==> config.mk <==
export PLATFORM = sky130hd
export DESIGN_NAME = telecine_field_cadence_tracker
export DESIGN_NICKNAME = d
export VERILOG_FILES = /design/src/design/cft_pkg.sv /design/src/design/telecine_field_cadence_tracker.sv /design/src/design/cft_input_reg.sv /design/src/design/cft_engine.sv /design/src/design/cft_output_reg.sv
export SDC_FILE = /design/constraint.sdc
export NUM_CORES = 1
export LEC_CHECK = 0
export BUFFER_PORTS_ARGS = -buffer_cell sky130_fd_sc_hd__buf_2
export CAP_MARGIN = 15
export CORE_ASPECT_RATIO = 0.6
export CORE_MARGIN = 1
export CORE_UTILIZATION = 30
export CTS_CLUSTER_SIZE = 12
export DETAILED_ROUTE_END_ITERATION = 16
export PLACE_DENSITY = 0.49
export SYNTH_ARGS = -nofsm -noshare
export SYNTH_HDL_FRONTEND = slang
export SYNTH_SLANG_ARGS = --single-unit
export TNS_END_PERCENT = 10
==> constraint.sdc <==
create_clock -name clk -period 8.08 [get_ports clk]
set_input_delay 0.808 -clock clk [delete_from_list [all_inputs] [get_ports clk]]
set_output_delay 0.808 -clock clk [all_outputs]
set_load 0.02 [all_outputs]
==> src/design/cft_pkg.sv <==
`timescale 1ns / 1ps

package cft_pkg;

    // Width of the internal saturating counters; ports carry the low 32 bits.
    localparam int COUNT_WIDTH = 32;
    localparam int PORT_COUNT_WIDTH = 32;

    // Field mode register codes
    localparam logic [1:0] MODE_HONOR = 2'd0;
    localparam logic [1:0] MODE_FILM  = 2'd1;
    localparam logic [1:0] MODE_RAW   = 2'd2;

    // Repeat codes
    localparam logic [1:0] CODE_DROP   = 2'd0;
    localparam logic [1:0] CODE_NORMAL = 2'd1;
    localparam logic [1:0] CODE_REPEAT = 2'd2;

    // Balance thresholds
    localparam logic signed [3:0] INIT_LIMIT = 4'sd3;
    localparam logic signed [3:0] LOCK_LIMIT = 4'sd5;

    localparam int IN_TDATA_WIDTH  = 8;
    localparam int OUT_TDATA_WIDTH = 112;

    typedef struct packed {
        logic       first_frame;
        logic [1:0] field_flags;
    } pic_t;

    typedef struct packed {
        logic [1:0]                  repeat_code;
        logic [1:0]                  store_passes;
        logic [2:0]                  frames_shown;
        logic [PORT_COUNT_WIDTH-1:0] shown_total;
        logic [PORT_COUNT_WIDTH-1:0] film_count;
        logic [PORT_COUNT_WIDTH-1:0] video_count;
        logic                        top_waiting;
        logic                        bottom_waiting;
    } result_t;

    typedef struct packed {
        logic top;
        logic bottom;
        logic [1:0] frames;
    } pend_t;

    // Store one field pair, then the optional extra field of a repeated
    // first field; count frames completed on the way.
    function automatic pend_t store_pair(input logic top_in, input logic bottom_in,
                                         input logic extra, input logic tff);
        pend_t r;
        r.top    = top_in & ~bottom_in;
        r.bottom = bottom_in | ~top_in | bottom_in;
        r.bottom = bottom_in;
        r.frames = 2'd1;
        if (extra)
        begin
            if (tff)
                r.top = 1'b1;
            else
                r.bottom = 1'b1;
            if (r.top && r.bottom)
            begin
                r.top    = 1'b0;
                r.bottom = 1'b0;
                r.frames = 2'd2;
            end
        end
        return r;
    endfunction

endpackage

==> src/design/telecine_field_cadence_tracker.sv <==
`timescale 1ns / 1ps
// A request is registered in the input register; its result is registered in the output
// register that drives m_tdata.
// Throughput: one request per cycle unless m_tready stalls the output; a picture is
// stepped through the tracker state combinationally between the two registers.
// Reset (rst_n low, asynchronous): all cadence state, counters and valid flags
// clear; field_mode returns to 0 (honor pulldown flags).
module telecine_field_cadence_tracker
    import cft_pkg::*;
(
    input  logic        clk,
    input  logic        rst_n,
    // Configuration write: field_mode
    input  logic        cfg_valid,
    output logic        cfg_ready,
    input  logic [1:0]  cfg_data,
    // Picture requests
    input  logic        s_tvalid,
    output logic        s_tready,
    input  logic [IN_TDATA_WIDTH-1:0] s_tdata,  // [1:0] field_flags, rest zero
    input  logic        s_tuser,                // [0] first_frame
    // Results
    output logic        m_tvalid,
    input  logic        m_tready,
    // [1:0] repeat_code, [3:2] store_passes, [6:4] frames_shown,
    // [38:7] shown_total, [70:39] film_count, [102:71] video_count,
    // [103] top_waiting, [104] bottom_waiting, rest zero
    output logic [OUT_TDATA_WIDTH-1:0] m_tdata
);

    logic [1:0] field_mode_reg;
    logic       pic_valid;
    logic       advance;
    pic_t       pic_in;
    pic_t       pic_held;
    result_t    result;

    // Configuration is always ready; the user writes it only while idle, the block does not enforce it
    assign cfg_ready = 1'b1;

    always_ff @(posedge clk or negedge rst_n)
    begin
        if (!rst_n)
            field_mode_reg <= MODE_HONOR;
        else if (cfg_valid)
            field_mode_reg <= cfg_data;
    end

    assign pic_in.first_frame = s_tuser;
    assign pic_in.field_flags = s_tdata[1:0];

    // Hold the incoming picture
    cft_input_reg u_input_reg (
        .clk       (clk),
        .rst_n     (rst_n),
        .s_tvalid  (s_tvalid),
        .s_tready  (s_tready),
        .pic_in    (pic_in),
        .advance   (advance),
        .pic_valid (pic_valid),
        .pic_out   (pic_held)
    );

    // Advance cadence, balance and field pending state
    cft_engine u_engine (
        .clk        (clk),
        .rst_n      (rst_n),
        .advance    (advance),
        .pic        (pic_held),
        .field_mode (field_mode_reg),
        .result     (result)
    );

    // Capture the result and drive the output stream
    cft_output_reg u_output_reg (
        .clk       (clk),
        .rst_n     (rst_n),
        .pic_valid (pic_valid),
        .result    (result),
        .advance   (advance),
        .m_tvalid  (m_tvalid),
        .m_tready  (m_tready),
        .m_tdata   (m_tdata)
    );

endmodule

==> src/design/cft_input_reg.sv <==
`timescale 1ns / 1ps

module cft_input_reg
    import cft_pkg::*;
(
    input  logic       clk,
    input  logic       rst_n,
    input  logic       s_tvalid,
    output logic       s_tready,
    input  pic_t       pic_in,
    input  logic       advance,
    output logic       pic_valid,
    output pic_t       pic_out
);

    logic valid_reg;
    logic valid_next;
    pic_t pic_reg;

    // Take a new request when empty or when the held one moves on
    assign s_tready   = !valid_reg || advance;
    assign valid_next = (s_tvalid && s_tready) || (valid_reg && !advance);

    always_ff @(posedge clk or negedge rst_n)
    begin
        if (!rst_n)
            valid_reg <= 1'b0;
        else
            valid_reg <= valid_next;
    end

    always_ff @(posedge clk)
    begin
        if (s_tvalid && s_tready)
            pic_reg <= pic_in;
    end

    assign pic_valid = valid_reg;
    assign pic_out   = pic_reg;

endmodule

==> src/design/cft_engine.sv <==
`timescale 1ns / 1ps

module cft_engine
    import cft_pkg::*;
(
    input  logic       clk,
    input  logic       rst_n,
    input  logic       advance,
    input  pic_t       pic,
    input  logic [1:0] field_mode,
    output result_t    result
);

    logic [COUNT_WIDTH-1:0] film_tally_reg, film_tally_next;
    logic [COUNT_WIDTH-1:0] video_tally_reg, video_tally_next;
    logic [COUNT_WIDTH-1:0] frames_reg, frames_next;
    logic [1:0]             prev_flags_reg;
    logic signed [3:0]      balance_reg, balance_next;
    logic                   locked_reg, locked_next;
    logic                   top_reg, top_next;
    logic                   bottom_reg, bottom_next;

    logic [COUNT_WIDTH-1:0] film_base, video_base, frames_base;
    logic signed [3:0]      balance_base, balance_sum, limit;
    logic                   locked_base;
    logic                   top_base, bottom_base;
    logic                   tff, rff_bit, extra;
    logic [1:0]             code, passes;
    pend_t                  pass1, pass2;
    logic [2:0]             shown;
    logic [COUNT_WIDTH+2:0] frames_sum;

    always_comb
    begin
        tff     = pic.field_flags[1];
        rff_bit = pic.field_flags[0];
        extra   = rff_bit && (field_mode != MODE_FILM) && (field_mode != MODE_RAW);

        // First picture of a sequence clears all tracking
        film_base    = pic.first_frame ? '0 : film_tally_reg;
        video_base   = pic.first_frame ? '0 : video_tally_reg;
        frames_base  = pic.first_frame ? '0 : frames_reg;
        balance_base = pic.first_frame ? 4'sd0 : balance_reg;
        locked_base  = pic.first_frame ? 1'b0 : locked_reg;
        top_base     = pic.first_frame ? 1'b0 : top_reg;
        bottom_base  = pic.first_frame ? 1'b0 : bottom_reg;

        film_tally_next  = film_base;
        video_tally_next = video_base;
        if (!pic.first_frame)
        begin
            if (pic.field_flags == prev_flags_reg + 2'd1)
                film_tally_next = (&film_base) ? film_base : film_base + 1'b1;
            else
                video_tally_next = (&video_base) ? video_base : video_base + 1'b1;
        end

        // Repeat-minus-plain balance
        balance_sum  = balance_base + (rff_bit ? 4'sd1 : -4'sd1);
        limit        = locked_base ? LOCK_LIMIT : INIT_LIMIT;
        balance_next = balance_sum;
        locked_next  = locked_base;
        code         = CODE_NORMAL;
        if (balance_sum <= -limit)
        begin
            balance_next = 4'sd0;
            locked_next  = 1'b1;
            code         = CODE_DROP;
        end
        else if (balance_sum >= limit)
        begin
            balance_next = 4'sd0;
            locked_next  = 1'b1;
            code         = CODE_REPEAT;
        end

        if (field_mode == MODE_FILM)
            passes = (code != CODE_DROP) ? 2'd1 : 2'd0;
        else
            passes = (code == CODE_REPEAT) ? 2'd2 : 2'd1;

        pass1 = store_pair(top_base, bottom_base, extra, tff);
        pass2 = store_pair(pass1.top, pass1.bottom, extra, tff);

        case (passes)
            2'd0:
            begin
                top_next    = top_base;
                bottom_next = bottom_base;
                shown       = 3'd0;
            end
            2'd1:
            begin
                top_next    = pass1.top;
                bottom_next = pass1.bottom;
                shown       = {1'b0, pass1.frames};
            end
            default:
            begin
                top_next    = pass2.top;
                bottom_next = pass2.bottom;
                shown       = {1'b0, pass1.frames} + {1'b0, pass2.frames};
            end
        endcase

        // Saturating add of up to four frames
        frames_sum = {3'b000, frames_base} + {{COUNT_WIDTH{1'b0}}, shown};
        if (|frames_sum[COUNT_WIDTH+2:COUNT_WIDTH])
            frames_next = '1;
        else
            frames_next = frames_sum[COUNT_WIDTH-1:0];

        result.repeat_code    = code;
        result.store_passes   = passes;
        result.frames_shown   = shown;
        result.shown_total    = PORT_COUNT_WIDTH'(frames_next);
        result.film_count     = PORT_COUNT_WIDTH'(film_tally_next);
        result.video_count    = PORT_COUNT_WIDTH'(video_tally_next);
        result.top_waiting    = top_next;
        result.bottom_waiting = bottom_next;
    end

    always_ff @(posedge clk or negedge rst_n)
    begin
        if (!rst_n)
        begin
            film_tally_reg  <= '0;
            video_tally_reg <= '0;
            frames_reg      <= '0;
            prev_flags_reg  <= 2'd0;
            balance_reg     <= 4'sd0;
            locked_reg      <= 1'b0;
            top_reg         <= 1'b0;
            bottom_reg      <= 1'b0;
        end
        else if (advance)
        begin
            film_tally_reg  <= film_tally_next;
            video_tally_reg <= video_tally_next;
            frames_reg      <= frames_next;
            prev_flags_reg  <= pic.field_flags;
            balance_reg     <= balance_next;
            locked_reg      <= locked_next;
            top_reg         <= top_next;
            bottom_reg      <= bottom_next;
        end
    end

endmodule

==> src/design/cft_output_reg.sv <==
`timescale 1ns / 1ps

module cft_output_reg
    import cft_pkg::*;
(
    input  logic    clk,
    input  logic    rst_n,
    input  logic    pic_valid,
    input  result_t result,
    output logic    advance,
    output logic    m_tvalid,
    input  logic    m_tready,
    output logic [OUT_TDATA_WIDTH-1:0] m_tdata
);

    logic    valid_reg, valid_next;
    result_t res_reg;

    // Load when empty or when the held result is being taken
    assign advance    = pic_valid && (!valid_reg || m_tready);
    assign valid_next = advance || (valid_reg && !m_tready);

    always_ff @(posedge clk or negedge rst_n)
    begin
        if (!rst_n)
            valid_reg <= 1'b0;
        else
            valid_reg <= valid_next;
    end

    always_ff @(posedge clk)
    begin
        if (advance)
            res_reg <= result;
    end

    assign m_tvalid = valid_reg;
    assign m_tdata  = {7'b0000000,
                       res_reg.bottom_waiting,
                       res_reg.top_waiting,
                       res_reg.video_count,
                       res_reg.film_count,
                       res_reg.shown_total,
                       res_reg.frames_shown,
                       res_reg.store_passes,
                       res_reg.repeat_code};

endmodule

==> metrics list, run 1 <==
- Run status: complete, but fails checks
- Failing checks: design-rule violations
* DR iter-0 viols: ~610
* Transition time at the pin with the least slew margin: roughly 1 ns
- In this run the horizontal extent of the chip is ~260 µm.
- Antenna violations before repair: 0
* Flop-to-flop setup slack: around 2.4 ns
- Resized Gates After CTS: 0
- Mapped Cells: around 1200
- Cts-stage hold buffer count: 0
- For this run, design rule violations remaining after detail routing come to 10.
- The post-route netlist has 13.6% of its cells at a drive strength greater than 1.
- Overall routing resource usage: between 10 and 15%
- During synthesis, Yosys emitted a total of 0 warnings.
- Highest achievable clock rate: 0.177 GHz
- The number of global-route vias before repair came to slightly below 9000.
- Post-route standard cell area excluding fillers: 0.0139 mm²
- The largest single stage delay on the critical path is between 0.7 and 0.8 ns.
* Pint: between 2000 and 2500 µW
- In this run, distinct cell masters in the synthesized netlist total 69.
* Total power per unit cell area: around 230 mW/mm²
* Switching share of total power: 29.9%
- Routability-driven placement finished with a final weighted congestion of ~0.8.
* Yosys reg bits: between 200 and 250
- Entering global routing, the biggest net connects 78 pins.
- From synthesis to final layout, the design area changed by 15.2%.
- Drt total wl: 30.1 mm
* Number of CTS-inserted buffers: 25
- In the post-synthesis netlist, the cell with the most instances is nand2_1.
* Vertical extent of the die: 157 µm
* Critical R2R Capture: u_engine.frames_reg[7]
* Number of port buffers: between 100 and 150
- Core area: a little under 0.04 mm²
* Type of the worst min-delay path: in -> async
- Of the total power, combinational logic draws between 10% and 20%.
* Total standard cell area after synthesis: 0.0120 mm²
- The signal on the critical path passes through nor2b_1, fa_1, or3_1, a31oi_1, or3_1, inv_1, a21oi_1, nor2_1, ha_1, fa_1, a21oi_1, nor4_4, and2_1, and2_1, nand3_1, o221ai_1.
- Of the post-synthesis cell area, the dominant cell type holds 26.9%.
* Pins over their slew limit: 0
- Final ANT Viol Nets: 0
- Commonest register cell after synthesis: dfrtp_1
- In this run the post-CTS setup repair buffer count came out at 0.
- TritonCTS built the clock tree.
* Crit Path Max Fanout: 18
- The worst-case IR drop observed on VDD is roughly 0.12 mV.
- In this run the tightest slew margin relative to its limit is around a third.
* Mean post-synth cell area: 9.69 µm²
* Wirelength per Cell: 16.2 µm
- Top cell type by total area after synthesis: edfxtp_1
* Category of the critical setup timing path: reg -> reg
- Sequential cells account for 44.0% of the total power.
- IO Pins: around 130
* CP required: around 8.4 ns
- For this run, the post-layout net count is between 1000 and 1500.
* Root Driver: clkbuf_16
* Ranking of synthesized cells by area: edfxtp_1 27%, dfrtp_1 23%, mux2i_1 5.2%, nand2_1 5.0%, nor2_1 4.7%
* Leakage power: ~0.0058 µW
- Clock skew on the completed layout was measured at roughly 0.015 ns.
- Initial core utilization: a little under a third
- Clock-pin slew on the worst setup and hold paths: approximately 0.060 ns
- Crit-path slowest cell: nand3_1
- CTS HTree Levels: 1
- In this run, the clock network consumes a little under two fifths of the power.
- The pre-antenna-repair detailed-routing pass consisted of 10 iterations.
- The worst register-to-register path has a depth of 16.
* # Max-Cap Violations: 0
- Detailed placement ended at an HPWL of 19.7 mm.
* Most frequent cells after synthesis: 161 x nand2_1, 152 x nor2_1, 109 x dfrtp_1, 108 x edfxtp_1, 80 x o21ai_0
- Setup violations remaining at the end of the flow were counted as 0.
* Sink count of the clock tree: about 220
- Dividing the detail-routed via count by the number of cells gives 4.96.
- Switching component of the power: 941 µW
- Counting I/O delays and the setup requirement, the final critical path takes ~5.6 ns.
* Clock latency on the worst-skew pair: around 0.54 ns
- The register with the most flip-flops in the layout has approximately 110 of them.
- RSZ-0062 raised after global routing: no
* Async S/R FF share, synth: 50.2%
- Setup total negative slack: 0 ns
* Largest buffer count on any clock path: 3
- DR vias: 9238
* Share of synthesized area occupied by flip-flops and latches: 49.6%
* Tcrit/Tclk final: a little over two thirds
* Global-route wire length before repair: roughly 49 mm
* Overflow after GRT: 0
- STA classifies the critical path startpoint as a flip-flop.
- STA classifies the critical path endpoint as a flip-flop.
- Post-detailed-placement cell area: between 0.01 and 0.015 mm²
- In this run the critical register-to-register path is launched from u_input_reg.pic_out[2].
- Worst Path Arrival: ~6 ns
- Antenna diode count: 0
- Die ar.: between 0.04 and 0.05 mm²
- The floorplan has 56 rows.
- The count of final hold-check violations is 0.
* Count of flip-flops with a built-in enable after synthesis: 108
layer usage:
metal / share of wire (%) / vias to the layer above / wire length, µm / GRT usage [%]
met3: 4.8 / 34 / 1440 / 3.17
met5: 0 / - / 0 / 0
met2: 42 / 165 / 12600 / 22.0
li1: - / 4588 / - / -
met4: 1.5 / 0 / 464 / 2.51
met1: 52 / 4451 / 15600 / 22.2
how the worst max path moves through the flow:
stage | from | to | slack, ns | depth (start not counted)
after floorplan | u_input_reg.pic_out[2] | u_engine.frames_reg[3] | 2.55 | 24
after global placement | u_input_reg.pic_out[2] | u_engine.frames_reg[28] | 2.55 | 17
after detailed placement | u_input_reg.pic_out[0] | u_engine.frames_reg[13] | 2.47 | 17
after CTS | u_input_reg.pic_out[2] | u_engine.frames_reg[7] | 2.46 | 16
after global routing | u_input_reg.pic_out[2] | u_engine.frames_reg[21] | 2.00 | 13
final | u_input_reg.pic_out[2] | u_engine.frames_reg[7] | 2.44 | 16
power by group through the flow:
| stage | clock network, µW | logic, µW | registers, µW |
|---|---|---|---|
| 3_5_place_dp | 0 | 578 | 1410 |
| 2_1_floorplan | 0 | 342 | 1470 |
| 6_report | 1190 | 572 | 1390 |
| 5_1_grt | 1280 | 643 | 1410 |
| 4_1_cts | 1230 | 580 | 1390 |
| 3_3_place_gp | 0 | 570 | 1410 |
cell usage in the layout (no fill, tap or decap), drive strengths merged, types with 17 or more instances in the layout:
cell / netlist / layout
buf: 23 / 127
edfxtp: 108 / 108
o21ai: 81 / 81
xnor2: 46 / 46
nor3: 33 / 33
xor2: 39 / 39
nand2: 161 / 161
nor2b: 23 / 23
nor2: 152 / 152
and3: 19 / 19
mux2i: 62 / 62
clkbuf: 61 / 39
dfrtp: 109 / 109
a21oi: 35 / 35
nand4: 30 / 30
nand3: 46 / 46
inv: 16 / 17
critical path, delay by kind of cell (launching register included):
family / cells / cell delay, ns
AND/OR/NAND/NOR: 8 / 2.47
adder cells (fa/ha/maj): 3 / 1.18
AO/OA/AOI/OAI: 4 / 1.17
flip-flops: 1 / 0.50
buffers and inverters: 1 / 0.12
per-stage QoR:
step                hold WS (ns)  cells  util, %  power, µW  setup slack [ns]
global route               0.429   1861     35.3       3320              2.00
finish                     0.380   1861     35.3       3150              2.44
floorplan                  0.438   1250        -       1810              2.55
CTS                        0.408   1861     35.3       3200              2.46
global placement           0.462   1815     33.1       1980              2.55
detailed placement         0.466   1815     33.1       1990              2.47
logic make-up (layout without fill, tap and decap cells):
logic type,count (synthesis),after routing,share of synthesized area [%]
other,2,10,0.0624
AO/OA/AOI/OAI,189,189,9.73
adder cells (fa/ha/maj),13,13,1.54
multiplexers,68,68,5.72
XOR/XNOR,85,85,6.18
buffers and inverters,100,189,3.57
AND/OR/NAND/NOR,568,568,23.6
flip-flops,217,217,49.6
area by class of cell:
class	count	area [µm²]
Inverter	16	65.1
Clock inverter	7	111
Timing Repair Buffer	127	666
Sequential cell	217	5970
Multi-Input combinational cell	933	5680
Clock buffer	39	728
Fill cell	4050	25400
Tap cell	522	653
(Power assumes the default switching activity.)
==> inputs of run 2 (changes only) <==
Settings changed: ABC_AREA from default to 1.
Clock period 8.08 ns to 5.35 ns, I/O delays scaled along.
==> run 2 against run 1 <==
Register-to-register slack got worse by 1.8 ns; final cell count grew 30%; synthesized cell count grew 41%; clock skew fell by 0.0034 ns; the run now ends clean; largest power group unchanged; combinational power increased by 31%; via count up 24%; routed wire length is 24% higher; global-route usage is 2.3 points higher; utilization decreased by 0.75 points.
==> metrics list, run 2 <==
- Antenna violations before repair: 0
- Flip-flop count of the largest register, all copies and words added: roughly 110
- Mean post-synth cell area: 7.30 µm²
* Filler cells: 4540
- Yosys mapped a number of flops with a built-in enable equal to around 110.
- Commonest register cell after synthesis: dfrtp_1
* Number of global-route vias before repair: about 10000
- In the final timing run, aggregate negative setup slack is 0 ns.
- At the pin with the least slew margin, the transition time is about 1.1 ns.
* Largest net degree at the start of global routing: about 160
- Clock latency on the worst-skew pair: around 0.54 ns
- On the critical path the largest part of the delay comes from simple AND/OR/NAND/NOR gates.
* Yosys reg bits: ~220
- Walking the worst path, the cells encountered are buf_4, nor2_1, nand2_1, a21oi_1, nand2_1, ha_1, inv_1, fa_1, o22ai_1, fa_1, nand2_1, a21oi_2, nand2_2, nor2_2, nand2_2, nand3_1, nand2_1, o21ai_0.
- The tree is rooted in a clkbuf_16.
* Core area: 0.0419 mm²
- Max-cap violations in this run came to 0.
- Category of the critical setup timing path: reg -> reg
- DIE WIDTH: between 200 and 300 µm
* Post-detailed-placement cell area: between 0.01 and 0.015 mm²
- The count of final hold-check violations was 0.
- In the final layout, the multi-input gates occupy slightly below 0.006 mm².
* Number of buffer and inverter instances along the worst setup path: 2
- The clock passes through at most 3 buffers.
* Share of synthesized area occupied by flip-flops and latches: 46.7%
- For this block, the routed nets add up to approximately 37 mm of wire.
* Global placer's final weighted congestion: between 0.9 and 1
- Overall routing resource usage: roughly 17%
* Cts-stage hold buffer count: 0
- Overflow after GRT: 0
* Resized Gates After CTS: 0
- Leaving out fill and tap cells, the most frequent cell in the layout is nand2_1.
- Along the worst path, the maximum fanout reaches 32.
* CP Launch Type: flip-flop
* Tcrit/Tclk final: 87.7%
- The library cells used most frequently in the layout, excluding fill and tap cells, are 695 x nand2_1, 209 x nand3_1, 199 x nor2_1, 153 x inv_1, 115 x buf_2.
- The largest total area in the synthesized netlist belongs to edfxtp_1.
- Setup violations remaining at the end of the flow were counted as 0.
* Worst relative slew slack: ~29%
- Element type at the critical path end: flip-flop
- The count of buffers added on input and output ports is roughly 120.
- Run status: completed
- Clock tree from TritonCTS: done
* Clock-pin slew on the worst setup and hold paths: approximately 0.060 ns
- The number of setup buffers added after CTS is 0.
* CP required: approximately 5.8 ns
- Hold Slack: 0.0201 ns
- CTS HTree Levels: 1
- The largest individual stage delay along the critical path comes from the cell edfxtp_1.
- The worst hold path belongs to the class in -> async.
- Data arrives at the worst endpoint at about 5 ns.
* Die ar.: about 0.043 mm²
- Nets: 1865
- The repair_antennas step left the layout with diodes totalling 0.
* Reg area: ~0.006 mm²
- After routing the design area is 0.0145 mm².
- Final ANT Viol Nets: 0
- Pins over their slew limit: 0
- In this run, the number of DRC markers left after iteration 0 of detailed routing was approximately 970.
- Highest cell delay on the worst timing path: 0.50 ns
* Most frequent cells after synthesis: 697 x nand2_1, 209 x nand3_1, 199 x nor2_1, 155 x inv_1, 109 x dfrtp_1
- In the routed layout, each cell is associated on average with a via count of between 4 and 5.
- The first TritonRoute pass finished after 6 iterations.
- Number of CTS-inserted buffers: 24
* Row count: 58
* Drc violations: 0
- Summed over all cells, the static leakage comes to around 0.0065 µW.
- From synthesis to final layout, the design area changed by 13.2%.
* Ranking of synthesized cells by area: edfxtp_1 25%, dfrtp_1 21%, nand2_1 20%, nand3_1 8.2%, nor2_1 5.8%
* Vertical extent of the die: 162 µm
- Most frequent cell after synthesis: nand2_1
* Post-route clock skew: around 0.012 ns
- Clock period minus final worst setup slack: between 4 and 5 ns
* Async S/R FF share, synth: ~50%
- Of the cells placed in the final design, the portion with a size suffix greater than 1 is about 11%.
- Total standard cell area after synthesis: 0.0128 mm²
- 131 I/O pins were placed.
- Highest achievable clock rate: about 0.21 GHz
* Cell with the most instances on the worst path: nand2_1
- VDD sags by at most about 0.28 mV.
- The first global-routing pass estimated around 58 mm of wire.
- The routed layout has about 11000 vias.
- Counting every instance in the synthesized netlist gives between 1500 and 2000.
* Sink count of the clock tree: between 200 and 250
* Number of distinct library cell variants in the gate-level netlist after synthesis: 40
* Area share of the largest cell type after synthesis: between 20% and 30%
* Wirelength per Cell: 15.4 µm
- Post-detail-place hpwl: between 20 and 30 mm
- For this configuration, the core starts out at a cell density of between 30% and 40%.
* Total power per unit cell area: between 200 and 300 mW/mm²
* Count of yosys warnings during synthesis: 0
- RSZ-0062 raised after global routing: no
-- run 2: worst paths after layout --
kind | end | startpoint | slack, ns | depth (start not counted)
max in group asynchronous | u_engine.frames_reg[13] | rst_n | 4.10 | 2
worst max-delay path | u_engine.frames_reg[26] | u_input_reg.pic_out[2] | 0.66 | 18
worst max register to register | u_engine.frames_reg[26] | u_input_reg.pic_out[2] | 0.66 | 18
worst min register to register | u_engine.bottom_reg | u_engine.bottom_reg | 0.48 | 2
worst min-delay path | u_engine.film_tally_reg[19] | rst_n | 0.02 | 1
min in group clk | u_input_reg.pic_out[0] | s_tdata[0] | 0.19 | 1
-- run 2: cells by family (layout without fill, tap and decap cells) --
logic type                 count (synthesis)  count (layout)  synth area share, %
DFF                                      217             217                 46.7
AOI/OAI and AO/OA                        107             107                 4.48
other                                      2              10               0.0587
and+or+nand+nor                         1166            1166                 38.2
xor gates and xnor gates                  14              14                0.959
buffers and inverters                    232             327                 8.19
adders and majority gates                 13              13                 1.45
-- run 2: final cells by class --
class / instances / share of cell area (%)
Clock inverter: 10 / 0.328
Multi-Input combinational cell: 1310 / 40.1
Sequential cell: 217 / 41.2
Inverter: 156 / 4.13
Clock buffer: 34 / 4.62
Tap cell: 570 / 4.92
Timing Repair Buffer: 127 / 4.68
-- run 2: per-layer routing --
layer / global-route usage (%) / up-vias / routed length, µm
li1: - / 5741 / -
met3: 2.99 / 46 / 2060
met4: 3.36 / 0 / 644
met5: 0 / - / 0
met1: 27.6 / 5399 / 20000
met2: 23.3 / 292 / 14500
-- run 2: through the flow --
step	total power [µW]	cells	setup WS, ns	util, %
after floorplan	2520	1759	0.777	-
after global placement	2740	2380	0.745	32.8
after detailed placement	2740	2380	0.669	32.8
after CTS	4350	2424	0.659	34.5
after global routing	4510	2424	0.199	34.5
final	4280	2424	0.660	34.5
-- run 2: where the power goes --
part / switching (µW) / total (µW) / internal (µW) / leakage, µW
logic: 559 / 751 / 191 / 0.00356
registers: 48.8 / 1950 / 1900 / 0.00256
clock network: 706 / 1580 / 869 / 0.000351
